$ cat config.mk
export PLATFORM = sky130hd
export DESIGN_NAME = multiplexed_stream_deframer_top
export DESIGN_NICKNAME = d
export VERILOG_FILES = /design/src/hdl/msd_pkg.sv /design/src/hdl/msd_out_reg.sv /design/src/hdl/multiplexed_stream_deframer_top.sv
export SDC_FILE = /design/constraint.sdc
export NUM_CORES = 1
export LEC_CHECK = 0
export ABC_AREA = 1
export BUFFER_PORTS_ARGS = -buffer_cell sky130_fd_sc_hd__buf_2
export CAP_MARGIN = 20
export CORE_UTILIZATION = 40
export DETAILED_ROUTE_END_ITERATION = 12
export GPL_TIMING_DRIVEN = 0
export SLEW_MARGIN = 5
export SYNTH_ARGS = -nofsm -noshare
export SYNTH_HDL_FRONTEND = slang
export SYNTH_HIERARCHICAL = 1
export SYNTH_SLANG_ARGS = --single-unit
$ cat constraint.sdc
create_clock -name clk -period 3.25 [get_ports clk]
set_input_delay 0.1625 -clock clk [delete_from_list [all_inputs] [get_ports clk]]
set_output_delay 0.1625 -clock clk [all_outputs]
set_load 0.005 [all_outputs]
$ cat src/hdl/msd_pkg.sv
`timescale 1ns / 1ps

package msd_pkg;

    localparam int unsigned HDR_BYTES = 8;
    localparam int unsigned HDR_IDX_W = $clog2(HDR_BYTES);

    localparam logic [7:0]  TYPE_STDOUT = 8'd1;
    localparam logic [7:0]  TYPE_STDERR = 8'd2;

    localparam logic [31:0] MAX_LEN_RESET = 32'd16777216;

    localparam logic        CH_STDOUT = 1'b0;
    localparam logic        CH_STDERR = 1'b1;

    typedef struct packed {
        logic [7:0] out_byte;
        logic       channel;
        logic       frame_end;
        logic       last;
    } beat_t;

endpackage

$ cat src/hdl/msd_out_reg.sv
`timescale 1ns / 1ps

module msd_out_reg (
    input  logic          clk,
    input  logic          rst_n,
    input  logic          load,
    input  msd_pkg::beat_t load_beat,
    input  logic          out_ready,
    output logic          out_valid,
    output msd_pkg::beat_t beat,
    output logic          fire,
    output logic          free
);

    logic           valid_reg;
    logic           valid_next;
    msd_pkg::beat_t beat_reg;

    assign fire       = valid_reg && out_ready;
    assign free       = !valid_reg || out_ready;
    assign valid_next = load ? 1'b1 : (fire ? 1'b0 : valid_reg);

    always_ff @(posedge clk or negedge rst_n)
    begin
        if (!rst_n)
        begin
            valid_reg <= 1'b0;
        end
        else
        begin
            valid_reg <= valid_next;
        end
    end

    always_ff @(posedge clk)
    begin
        if (load)
        begin
            beat_reg <= load_beat;
        end
    end

    assign out_valid = valid_reg;
    assign beat      = beat_reg;

endmodule

$ cat src/hdl/multiplexed_stream_deframer_top.sv
`timescale 1ns / 1ps
// a result beat is registered and shows on the output in the cycle after its input beat is accepted
// throughput: one input beat per cycle, limited by the single output register
// an oversized header holds off input for the seven further header beats of the dump
// reset: asynchronous active-low rst_n clears control state and sets max_len_reg to 16 MiB
// header byte storage has no reset

module multiplexed_stream_deframer_top (
    input  logic        clk,
    input  logic        rst_n,
    input  logic        in_valid,
    output logic        in_ready,
    input  logic [7:0]  in_byte,
    input  logic        chunk_end,
    output logic        out_valid,
    input  logic        out_ready,
    output logic [7:0]  out_byte,
    output logic        channel,
    output logic        frame_end,
    output logic        last,
    input  logic        cfg_valid,
    output logic        cfg_ready,
    input  logic [31:0] cfg_data
);

    localparam int unsigned IW = msd_pkg::HDR_IDX_W;

    logic [31:0]   max_len_reg;
    logic [IW-1:0] hdr_cnt_reg;
    logic [IW-1:0] hdr_cnt_next;
    logic [7:0]    frame_type_reg;
    logic [7:0]    frame_type_next;
    logic [31:0]   payload_left_reg;
    logic [31:0]   payload_left_next;
    logic          pass_reg;
    logic          pass_next;
    logic          dump_reg;
    logic          dump_next;
    logic [IW-1:0] dump_idx_reg;
    logic [IW-1:0] dump_idx_next;
    logic [7:0]    hdr_store [msd_pkg::HDR_BYTES];

    logic           accept;
    logic           hdr_write;
    logic           hdr_done;
    logic           oversize;
    logic           routed;
    logic [31:0]    hdr_len;
    logic           load;
    msd_pkg::beat_t load_beat;
    msd_pkg::beat_t beat;
    logic           fire;
    logic           free;

    assign cfg_ready = 1'b1;
    assign in_ready  = !dump_reg && free;
    assign accept    = in_valid && in_ready;

    assign hdr_write = accept && !pass_reg && (payload_left_reg == 32'd0);
    assign hdr_done  = hdr_write && (hdr_cnt_reg == IW'(msd_pkg::HDR_BYTES - 1));
    assign hdr_len   = {hdr_store[4], hdr_store[5], hdr_store[6], in_byte};
    assign oversize  = hdr_done && (hdr_len > max_len_reg);
    assign routed    = (frame_type_reg == msd_pkg::TYPE_STDOUT) ||
                       (frame_type_reg == msd_pkg::TYPE_STDERR);

    always_comb
    begin
        load              = 1'b0;
        load_beat         = '0;
        hdr_cnt_next      = hdr_cnt_reg;
        frame_type_next   = frame_type_reg;
        payload_left_next = payload_left_reg;
        pass_next         = pass_reg;
        dump_next         = dump_reg;
        dump_idx_next     = dump_idx_reg;

        if (dump_reg && fire)
        begin
            load               = 1'b1;
            load_beat.out_byte = hdr_store[dump_idx_reg];
            load_beat.channel  = msd_pkg::CH_STDOUT;
            load_beat.last     = (dump_idx_reg == IW'(msd_pkg::HDR_BYTES - 1));
            dump_idx_next      = dump_idx_reg + IW'(1);
            if (load_beat.last)
            begin
                dump_next = 1'b0;
            end
        end
        else if (accept)
        begin
            if (pass_reg)
            begin
                load               = 1'b1;
                load_beat.out_byte = in_byte;
                load_beat.channel  = msd_pkg::CH_STDOUT;
                load_beat.last     = 1'b1;
                if (chunk_end)
                begin
                    pass_next = 1'b0;
                end
            end
            else if (payload_left_reg != 32'd0)
            begin
                payload_left_next = payload_left_reg - 32'd1;
                if (routed)
                begin
                    load               = 1'b1;
                    load_beat.out_byte = in_byte;
                    load_beat.channel  = (frame_type_reg == msd_pkg::TYPE_STDERR) ?
                                         msd_pkg::CH_STDERR : msd_pkg::CH_STDOUT;
                    load_beat.frame_end = (payload_left_reg == 32'd1);
                    load_beat.last     = 1'b1;
                end
            end
            else
            begin
                hdr_cnt_next = hdr_cnt_reg + IW'(1);
                if (oversize)
                begin
                    // first header byte goes out now, the rest follow from the store
                    load               = 1'b1;
                    load_beat.out_byte = hdr_store[0];
                    load_beat.channel  = msd_pkg::CH_STDOUT;
                    dump_next          = 1'b1;
                    dump_idx_next      = IW'(1);
                    pass_next          = !chunk_end;
                end
                else if (hdr_done)
                begin
                    frame_type_next   = hdr_store[0];
                    payload_left_next = hdr_len;
                end
            end
        end
    end

    always_ff @(posedge clk or negedge rst_n)
    begin
        if (!rst_n)
        begin
            max_len_reg      <= msd_pkg::MAX_LEN_RESET;
            hdr_cnt_reg      <= '0;
            frame_type_reg   <= '0;
            payload_left_reg <= '0;
            pass_reg         <= 1'b0;
            dump_reg         <= 1'b0;
            dump_idx_reg     <= '0;
        end
        else
        begin
            if (cfg_valid && cfg_ready)
            begin
                max_len_reg <= cfg_data;
            end
            hdr_cnt_reg      <= hdr_cnt_next;
            frame_type_reg   <= frame_type_next;
            payload_left_reg <= payload_left_next;
            pass_reg         <= pass_next;
            dump_reg         <= dump_next;
            dump_idx_reg     <= dump_idx_next;
        end
    end

    always_ff @(posedge clk)
    begin
        if (hdr_write)
        begin
            hdr_store[hdr_cnt_reg] <= in_byte;
        end
    end

    msd_out_reg u_out_reg (
        .clk       (clk),
        .rst_n     (rst_n),
        .load      (load),
        .load_beat (load_beat),
        .out_ready (out_ready),
        .out_valid (out_valid),
        .beat      (beat),
        .fire      (fire),
        .free      (free)
    );

    assign out_byte  = beat.out_byte;
    assign channel   = beat.channel;
    assign frame_end = beat.frame_end;
    assign last      = beat.last;

endmodule

==> run summary, run 1 <==
Fmax - 0.3364 GHz
Yosys warning count - 6
Design area - 0.01003 mm2
Post-DR vias/cell - 5.056
CTS tree - yes
RSZ-0062 raised after global routing - false
Die X - 147.2 um
Clock insertion delay at the later pin of the skew report - 430 ps
Leakage - 4.638 nW
Adder-Cell Fraction of Synth Area - 5.784%
Max clock buf depth - 2
First-pass GRT wire length - 36,600 um
Ys async rst share - 51.92%
Area grow syn2layout - 18.92%
CTS clock-pin slew for the worst setup and hold paths - 70 ps
Clock share of power - 31.3%
I/O Buffers - 57
Worst VDD drop - 294.8 uV
Yosys cell types - 46
Synthesized Nets - 1,084
Hold slack - 136.8 ps
Period Utilization, post-route - 91.47%
Global Route Usage Sum - 22.38%
Vias post-DR - 7,084
Largest net degree at the start of global routing - 59
Root Driver - clkbuf_16
Syn avg cell area - 8.445 um2
Crit path max fanout - 10
DRT antenna net count - 0
Drt first pass iters - 5
Die footprint - 0.02168 mm2
Sequential share of power - 41.8%
Min cycle time layout - 2973 ps
RePlAce Congestion - 0.9447
PD cells - 590.1 mW/mm2
Slew at the pin with the worst max-slew slack - 679.8 ps
Worst path arrival time - 3100 ps
Pint - 3.843 mW
Crit path capture type - flop
Ys flop type - dfrtp_1
Final Max Slew Viols - 0
TritonCTS buffer count - 17
Endpoints failing setup - 0
Number of inserted diodes - 0
DRT iter0 DRCs - 634
Max reg flops - 64
Wire per inst - 16.54 um
Critical path startpoint category - flop
Num rows - 52
Status - complete, no violations
Combinational family with the most area after synthesis - simple AND/OR/NAND/NOR gates
Synth Area in XOR/XNOR - 1.869%
Compound-Gate Fraction of Synth Area - 10.53%
DRC Markers - 0
Crit path kind - reg2reg
Yosys reg bits - 156
Endpoints failing hold - 0
Placed Area - 0.009105 mm2
Vias in the first global route - 6,685
HP Class - in2reg
Cells after Synth - 999
Commonest non-fill, non-tap cell in the layout - nand2_1
Core area - 0.02043 mm2
WL final - 23,170 um
Switch share - 35.09%
Initial antenna violation count - 0
Relative slew margins - 54.33%
Final Skew - 12.85 ps
I/O pin cnt - 60
HPWL Detailed - 17,050 um
Share of layout cells above drive strength 1 - 11.05%
Die height - 147.2 um
Sequential fraction of the synthesis area - 50.73%
Most frequent cells in the layout - nand2_1, nor2_1, o21ai_0, inv_1, dfrtp_1
Max-cap viol count - 0
Post-Synth Simple-Gate Area - 24.48%
Htree depth - 4
Combinational Power Share - 26.9%
Netlist Area Pre-Place - 0.008437 mm2
Setup Fix Bufs, Post-CTS - 0
Mux contribution to synthesized area - 0.3708%
Clock Sinks - 156
Post-synth EDFFs - 75
Req. time, crit path - 3370 ps
GR Overflow Total - 0
Final-stage net count - 1,203
P_sw - 2.078 mW
Initial Utilization - 41.30%
==> stage by stage <==
step,total power [mW],utilization [%],setup WS [ps],TNS [ps],instances
2_1_floorplan,3.621,-,607.4,0,999
3_3_place_gp,4.008,44.35,-342.4,-4038,1326
3_5_place_dp,4.038,44.57,-337.8,-3992,1330
4_1_cts,5.923,48.95,228.5,0,1396
5_1_grt,6.291,49.11,106.9,0,1401
6_report,5.921,49.11,277.3,0,1401
==> synthesized netlist by cell type (2+ instances only) <==
master | n | area (um2)
inv_1 | 95 | 356.6
buf_2 | 5 | 25.02
dfrtp_1 | 80 | 2002
nand4_1 | 15 | 93.84
clkbuf_1 | 25 | 93.84
or2_2 | 3 | 18.77
nor2_4 | 2 | 22.52
xor2_1 | 7 | 61.31
nor2_2 | 3 | 18.77
nand2_2 | 3 | 18.77
ha_1 | 39 | 488.0
nand2_4 | 2 | 22.52
edfxtp_1 | 75 | 2252
a21boi_0 | 4 | 30.03
o211ai_1 | 5 | 37.54
nand3_1 | 54 | 270.3
o22ai_1 | 2 | 12.51
nand3b_1 | 5 | 37.54
o21ai_0 | 104 | 520.5
o221ai_1 | 8 | 70.07
a21oi_1 | 34 | 170.2
nand2_1 | 257 | 964.7
nor2_1 | 126 | 473.0
nor3_1 | 13 | 65.06
xnor2_1 | 11 | 96.34
mux2i_1 | 2 | 20.02
==> power groups by stage <==
stage	Combinational (mW)	Sequential [mW]	Clock [mW]
after floorplan	1.17	2.45	0
after global placement	1.50	2.50	0
after detailed placement	1.53	2.50	0
after CTS	1.57	2.47	1.88
after global routing	1.82	2.50	1.97
final	1.59	2.48	1.85
==> worst paths after layout <==
check                                                      from                                to  slack [ps]  cells past startpoint
worst max-delay path            u_out_reg/out_valid$_DFFE_PN0P_         hdr_store[4][7]$_DFFE_PP_         280                      9
max in group asynchronous                                 rst_n       max_len_reg[24]$_DFFE_PN1P_        2430                      3
worst min register to register    frame_type_reg[3]$_DFFE_PN0P_     frame_type_reg[3]$_DFFE_PN0P_         480                      2
worst min-delay path                                 in_byte[0]         hdr_store[1][0]$_DFFE_PP_         140                      1
worst max register to register  u_out_reg/out_valid$_DFFE_PN0P_         hdr_store[4][7]$_DFFE_PP_         280                      9
min in group asynchronous                                 rst_n  payload_left_reg[28]$_DFFE_PN0P_         190                      2
==> per-layer routing <==
metal | GRT usage, % | wire, um | up-vias
met5 | 0 | 0 | -
met4 | 6.495 | 303 | 0
met3 | 3.727 | 1103 | 19
met2 | 35.52 | 10930 | 186
met1 | 31.42 | 10830 | 3329
li1 | - | - | 3550
==> area by class of cell <==
class                      count  area [um2]
fill                        1993       10400
sequential                   156        4280
multi-input combinational    712        3645
timing repair buffer         101       708.2
clock buffer                  18       429.2
inverter                      96       360.3
tap                          270       337.8
buffer                        34       157.7
clock inverter                14       115.1
==> kinds of logic (layout without fill, tap and decap cells) <==
family / after synthesis / after routing
xor+xnor: 18 / 18
buf+inv: 131 / 263
compound gates: 163 / 163
flops: 156 / 156
mux: 3 / 3
simple gates: 488 / 488
fa+ha+maj: 39 / 39
other cells: 1 / 1
==> worst max-delay path: stages (launching register included) <==
cell     delay, ps
dfrtp_1        400
nand2_2         90
inv_1           40
nor2_1         100
nand2_1        260
nor2_2         330
nand2_1        200
or2_2          370
nor3_1         540
buf_2          320
==> timing repair <==
item,4_1_cts,5_1_grt
resized for setup,1,1
hold buffers,35,0
endpoints found under the setup margin,12,12
hold endpoints to repair,57,0
(Power assumes the default switching activity.)
==> run 2, diff against run 1 <==
- ABC_AREA: 1 -> default
==> run summary, run 2 <==
Critical path startpoint category - flop
Yosys warning count - 6 (unchanged)
Root Driver - clkbuf_16
Final Max Slew Viols - 0 (unchanged)
I/O Buffers - 57 (unchanged)
Sequential fraction of the synthesis area - 53.39% (+2.7 points)
Number of inserted diodes - 0 (unchanged)
Initial Utilization - 41.06% (-0.24 points)
Final worst slack - 89.72 ps (-187.6 ps)
Wire per inst - 19.76 um (+19%)
Max reg flops - 64 (unchanged)
Adder-Cell Fraction of Synth Area - 6.086% (+0.30 points)
Endpoints failing hold - 0 (unchanged)
Area grow syn2layout - 21.15%
RePlAce Congestion - 0.8848 (-6.3%)
Die footprint - 0.02061 mm2 (-4.9%)
Max-cap viol count - 0 (unchanged)
Period Utilization, post-route - 97.24% (+5.8 points)
Initial antenna violation count - 0 (unchanged)
Die height - 143.6 um (-2.5%)
Synth top area share - 28.09% (+1.4 points)
DRT iter0 DRCs - 537 (-15%)
Post-DR vias/cell - 5.617 (+11%)
Commonest non-fill, non-tap cell in the layout - nand2_1
Placed cell count - 1,040 (-22%)
Dominant cell type by area after synthesis - edfxtp_1
Syn avg cell area - 11.20 um2 (+33%)
Worst path arrival time - 3510 ps (+410 ps)
Yosys cell types - 70 (+52%)
Post-Synth Simple-Gate Area - 14.62% (-9.9 points)
DRT antenna net count - 0 (unchanged)
Netlist Area Pre-Place - 0.008018 mm2 (-5.0%)
Endpoints failing setup - 0 (unchanged)
Fmax - 0.3164 GHz (-5.9%)
Slew at the pin with the worst max-slew slack - 1203 ps (+523.0 ps)
RSZ-0062 raised after global routing - false
Ys flop type - dfrtp_1
Design Power - 5.058 mW (-15%)
I/O pin cnt - 60 (unchanged)
Top cells by count, synth - nand2_1, dfrtp_1, edfxtp_1
Clock insertion delay at the later pin of the skew report - 430 ps (about the same)
Crit path kind - reg2reg
Die X - 143.6 um (-2.5%)
HPWL Detailed - 15,520 um (-9.0%)
Compound-Gate Fraction of Synth Area - 13.87% (+3.3 points)
CTS clock-pin slew for the worst setup and hold paths - 60 ps (about the same)
CTS tree - yes
Vias in the first global route - 6,013 (-10%)
Global Route Usage Sum - 22.63% (+0.26 points)
Core area - 0.01953 mm2 (-4.4%)
WL final - 21,890 um (-5.5%)
Worst VDD drop - 384.9 uV (+31%)
First-pass GRT wire length - 34,090 um (-6.9%)
Design area - 0.009713 mm2 (-3.2%)
Cells after Synth - 716 (-28%)
TritonCTS buffer count - 17 (unchanged)
Placed Area - 0.008672 mm2 (-4.8%)
Yosys reg bits - 156 (unchanged)
Crit path capture type - flop
Htree depth - 4 (unchanged)
Pre-CTS WS - -62.69 ps (+275.1 ps)
DRC Markers - 0 (unchanged)
Vias post-DR - 6,224 (-12%)
PD cells - 520.8 mW/mm2 (-12%)
Min cycle time layout - 3160 ps (+187.6 ps)
Drt first pass iters - 6 (+1)
Mux contribution to synthesized area - 7.662% (+7.3 points)
Reg2reg setup slack - 90 ps (-190 ps)
Synthesized Nets - 801 (-26%)
Share of layout cells above drive strength 1 - 19.45% (+8.4 points)
Req. time, crit path - 3600 ps (+230 ps)
Ys async rst share - 51.92% (unchanged)
Setup tns final - 0 ps (unchanged)
Post-synth EDFFs - 75 (unchanged)
Max clock buf depth - 2 (unchanged)
Most used standard cell by instance count after synthesis - nand2_1
Largest net degree at the start of global routing - 61 (+3.4%)
HP Class - in2reg
Num rows - 51 (-1.9%)
Fillers - 1,789 (-10%)
Core Util, Final - 49.74% (+0.63 points)
Hold slack - 107.0 ps (-29.77 ps)
Status - complete, no violations
Final Skew - 7.580 ps (-5.269 ps)
Most frequent cells in the layout - nand2_1, dfrtp_1, edfxtp_1, o21ai_0, buf_2
GR Overflow Total - 0 (unchanged)
Crit path max fanout - 10 (unchanged)
Relative slew margins - 19.64% (-35 points)
Final cell count without fillers - 1,108 (-21%)
Clock Sinks - 156 (unchanged)
Synth Area in XOR/XNOR - 0.1092% (-1.8 points)
Main area contributors after synthesis - edfxtp_1, dfrtp_1, ha_1, mux4_2, o21ai_0
Leakage - 3.852 nW (-17%)
Combinational family with the most area after synthesis - simple AND/OR/NAND/NOR gates
Final-stage net count - 915 (-24%)
run 2: critical path, cell delays in order, from the launching register on:
cell and delay [ps]:
edfxtp_1 500, ha_1 360, a41oi_1 220, o21ai_0 140, a32oi_1 280, nand3_1 220, o2111ai_1 610, buf_2 390
nand4b_1 180, a2bb2oi_1 190
run 2: final cells by class:
cell class	instances	area, um2	share of cell area [%]
Buffer	33	172.7	1.778
Inverter	44	165.2	1.700
Sequential cell	156	4280	44.07
Clock inverter	13	211.5	2.177
Clock buffer	19	432.9	4.457
Tap cell	265	331.6	3.414
Multi-Input combinational cell	483	3436	35.37
Timing Repair Buffer	95	683.2	7.033
run 2: logic make-up after synthesis:
kind of cell,Yosys count
AO/OA/AOI/OAI,185
AND/OR/NAND/NOR,219
adder cells (fa/ha/maj),39
other,1
XOR/XNOR,1
multiplexers,38
flip-flops,156
buffers and inverters,77
run 2: final timing paths:
path	from	end	cells past startpoint
hold / removal	in_byte[0]	hdr_store[7][0]$_DFFE_PP_	1
min in group asynchronous	rst_n	max_len_reg[13]$_DFFE_PN0P_	2
setup reg to reg	hdr_store[5][2]$_DFFE_PP_	payload_left_reg[20]$_DFFE_PN0P_	9
setup / recovery	hdr_store[5][2]$_DFFE_PP_	payload_left_reg[20]$_DFFE_PN0P_	9
max in group asynchronous	rst_n	max_len_reg[24]$_DFFE_PN1P_	3
hold reg to reg	payload_left_reg[25]$_DFFE_PN0P_	payload_left_reg[25]$_DFFE_PN0P_	1
run 2: metal layers:
metal / GRT usage [%] / routed length, um
met4: 8.119 / 583
met2: 36.02 / 10340
met5: 0 / 0
met3: 4.299 / 1327
met1: 30.77 / 9646
run 2: timing repair:
action,CTS,global route
resized for setup,2,8
endpoints found under the hold margin,71,0
hold buffers,36,0
setup endpoints to repair,20,37
setup buffers,0,0
run 2: report_power, final:
group | internal, mW | switching [mW]
Clock | 1.37 | 0.824
Sequential | 2.18 | 0.125
Combinational | 0.222 | 0.333
Total | 3.78 | 1.28
==> run 3, diff against run 2 <==
- CAP_MARGIN: 20 -> default
- CTS_CLUSTER_DIAMETER: default -> 80
- clock period: 3.25 -> 3.3 ns (I/O delays scaled with it)
==> run summary, run 3 (synthesized netlist as in run 2, its figures left out) <==
WL final - 21,790 um (-0.49%)
Multi-input logic area - 0.003431 mm2 (-0.15%)
Final Skew - 8.394 ps (+0.8140 ps)
Hold path depth - 3 (+2)
Most frequent CP cell - nor4_4
Relative slew margins - 25.29% (+5.7 points)
Min cycle time layout - 3250 ps (+89.37 ps)
CTS clock-pin slew for the worst setup and hold paths - 60 ps (about the same)
Worst VDD drop - 402.5 uV (+4.6%)
CP peak stage delay - 560 ps (-50 ps)
Max clock buf depth - 2 (unchanged)
Die footprint - 0.02061 mm2 (unchanged)
Final Max Slew Viols - 0 (unchanged)
TritonCTS buffer count - 17 (unchanged)
Final-stage net count - 913 (-0.22%)
RePlAce Congestion - 0.8848 (unchanged)
Critical path startpoint category - flop
Initial antenna violation count - 0 (unchanged)
Global Route Usage Sum - 22.49% (-0.14 points)
Crit path max fanout - 10 (unchanged)
Core area - 0.01953 mm2 (unchanged)
Initial Utilization - 41.06% (unchanged)
CP cell instances - nor4_4 -> nand4_1 -> buf_4 -> nor4_4 -> o2111a_2 -> buf_6 -> nor2_2 -> a31oi_2 -> dlygate4sd3_1
Wire per inst - 19.70 um (-0.31%)
Leakage - 3.819 nW (-0.85%)
Core Util, Final - 49.39% (-0.35 points)
Seq. cell area - 0.004280 mm2 (unchanged)
GR Overflow Total - 0 (unchanged)
PD cells - 501.5 mW/mm2 (-3.7%)
I/O Buffers - 57 (unchanged)
Endpoints failing hold - 0 (unchanged)
DRT antenna net count - 0 (unchanged)
Vias in the first global route - 6,133 (+2.0%)
Max reg flops - 64 (unchanged)
Root Driver - clkbuf_16
Fmax - 0.3077 GHz (-2.8%)
Crit path capture type - flop
HPWL Detailed - 15,440 um (-0.52%)
DRC Markers - 0 (unchanged)
I/O pin cnt - 60 (unchanged)
Buffers and inverters on the worst path - 3 (+2)
Fillers - 1,790 (+0.056%)
Slowest-stage cell, CP - dlygate4sd3_1
Htree depth - 4 (unchanged)
Worst R2R Path Depth - 9 (unchanged)
First-pass GRT wire length - 34,140 um (+0.16%)
Clock Sinks - 156 (unchanged)
Drt first pass iters - 5 (-1)
Clock insertion delay at the later pin of the skew report - 430 ps (about the same)
HP Class - in2reg
Post-DR vias/cell - 5.642 (+0.44%)
Share of layout cells above drive strength 1 - 18.79% (-0.67 points)
Worst path depth - 9 (unchanged)
Largest net degree at the start of global routing - 61 (unchanged)
Slew at the pin with the worst max-slew slack - 1118 ps (-84.59 ps)
Period Utilization, post-route - 98.47% (+1.2 points)
Most frequent cells in the layout - nand2_1, dfrtp_1, edfxtp_1, o21ai_0, buf_2
Worst path arrival time - 3620 ps (+110 ps)
Die X - 143.6 um (unchanged)
Area grow syn2layout - 20.29%
CTS tree - yes
Crit-path leading delay family - simple AND/OR/NAND/NOR gates
Setup tns final - 0 ps (unchanged)
Vias post-DR - 6,240 (+0.26%)
Number of inserted diodes - 0 (unchanged)
Req. time, crit path - 3670 ps (+70 ps)
Max-cap viol count - 0 (unchanged)
Die height - 143.6 um (unchanged)
Commonest non-fill, non-tap cell in the layout - nand2_1
Endpoints failing setup - 0 (unchanged)
DRT iter0 DRCs - 560 (+4.3%)
RSZ-0062 raised after global routing - true
Num rows - 51 (unchanged)
Crit path kind - reg2reg
Status - complete, no violations
-- run 3: changes by cell type in the layout (fill, tap and decap cells not counted), moves of 2 or more --
cell        delta
nor2_1         +5
nor2_2         -5
bufinv_16      -2
clkinvlp_4     +2
nor4_1         -2
nor4_2         +2
-- run 3: worst paths after layout --
path                                                  from                              end  slack [ps]
min in group asynchronous                            rst_n       max_len_reg[1]$_DFFE_PN0P_         170
hold reg to reg              frame_type_reg[6]$_DFFE_PN0P_    frame_type_reg[6]$_DFFE_PN0P_         490
max in group asynchronous                            rst_n      max_len_reg[24]$_DFFE_PN1P_        2500
setup / recovery           payload_left_reg[5]$_DFFE_PN0P_             pass_reg$_DFFE_PN0P_          50
setup reg to reg           payload_left_reg[5]$_DFFE_PN0P_             pass_reg$_DFFE_PN0P_          50
hold / removal                                   out_ready  u_out_reg/out_valid$_DFFE_PN0P_          10
-- run 3: routing by layer --
layer	up-vias	GRT usage, %	share of wire, %
met4	0	7.783	2.3
met3	42	4.232	6.0
met2	245	36.33	48
li1	2881	-	-
met5	-	0	0
met1	3072	30.27	44
-- run 3: stage by stage --
stage / cells / total power [mW] / hold slack [ps] / setup WS, ps / area (um2)
CTS: 1106 / 4.841 / 9.218 / 20.23 / 9624
finish: 1106 / 4.837 / 10.25 / 50.35 / 9644
global route: 1106 / 5.017 / 24.53 / -123.9 / 9644
detailed placement: 1039 / 2.812 / 81.44 / -56.99 / 8665
global placement: 1038 / 2.798 / 368.1 / -99.59 / 8635
floorplan: 716 / 2.623 / -130.6 / 598.7 / 8018
-- run 3: worst reg2reg max path, cell delays in order (launching register included) --
cell and delay, ps:
dfrtp_1 440, nor4_4 470, nand4_1 240, buf_4 240, nor4_4 480, o2111a_2 410, buf_6 180, nor2_2 40
a31oi_2 120, dlygate4sd3_1 560
-- run 3: report_power, final --
group	switching, mW	internal, mW	total [mW]
Clock	0.822	1.19	2.02
Combinational	0.327	0.218	0.545
Sequential	0.125	2.15	2.28
-- run 3: final cells by class --
cell class / count / share of cell area, %
clock buffers: 19 / 4.489
repair buffers: 93 / 6.902
plain buffers: 33 / 1.790
clock inverters: 13 / 1.713
flip-flops and latches: 156 / 44.38
inverters: 44 / 1.713
well taps: 265 / 3.438
multi-input cells: 483 / 35.57
-- run 3: repair_timing --
item / 4_1_cts / 5_1_grt
pin swaps: 0 / 1
gates resized for setup: 2 / 4
buffers inserted: 0 / 0
hold buffers: 35 / 0
endpoints found under the hold margin: 62 / 0
endpoints found under the setup margin: 20 / 29
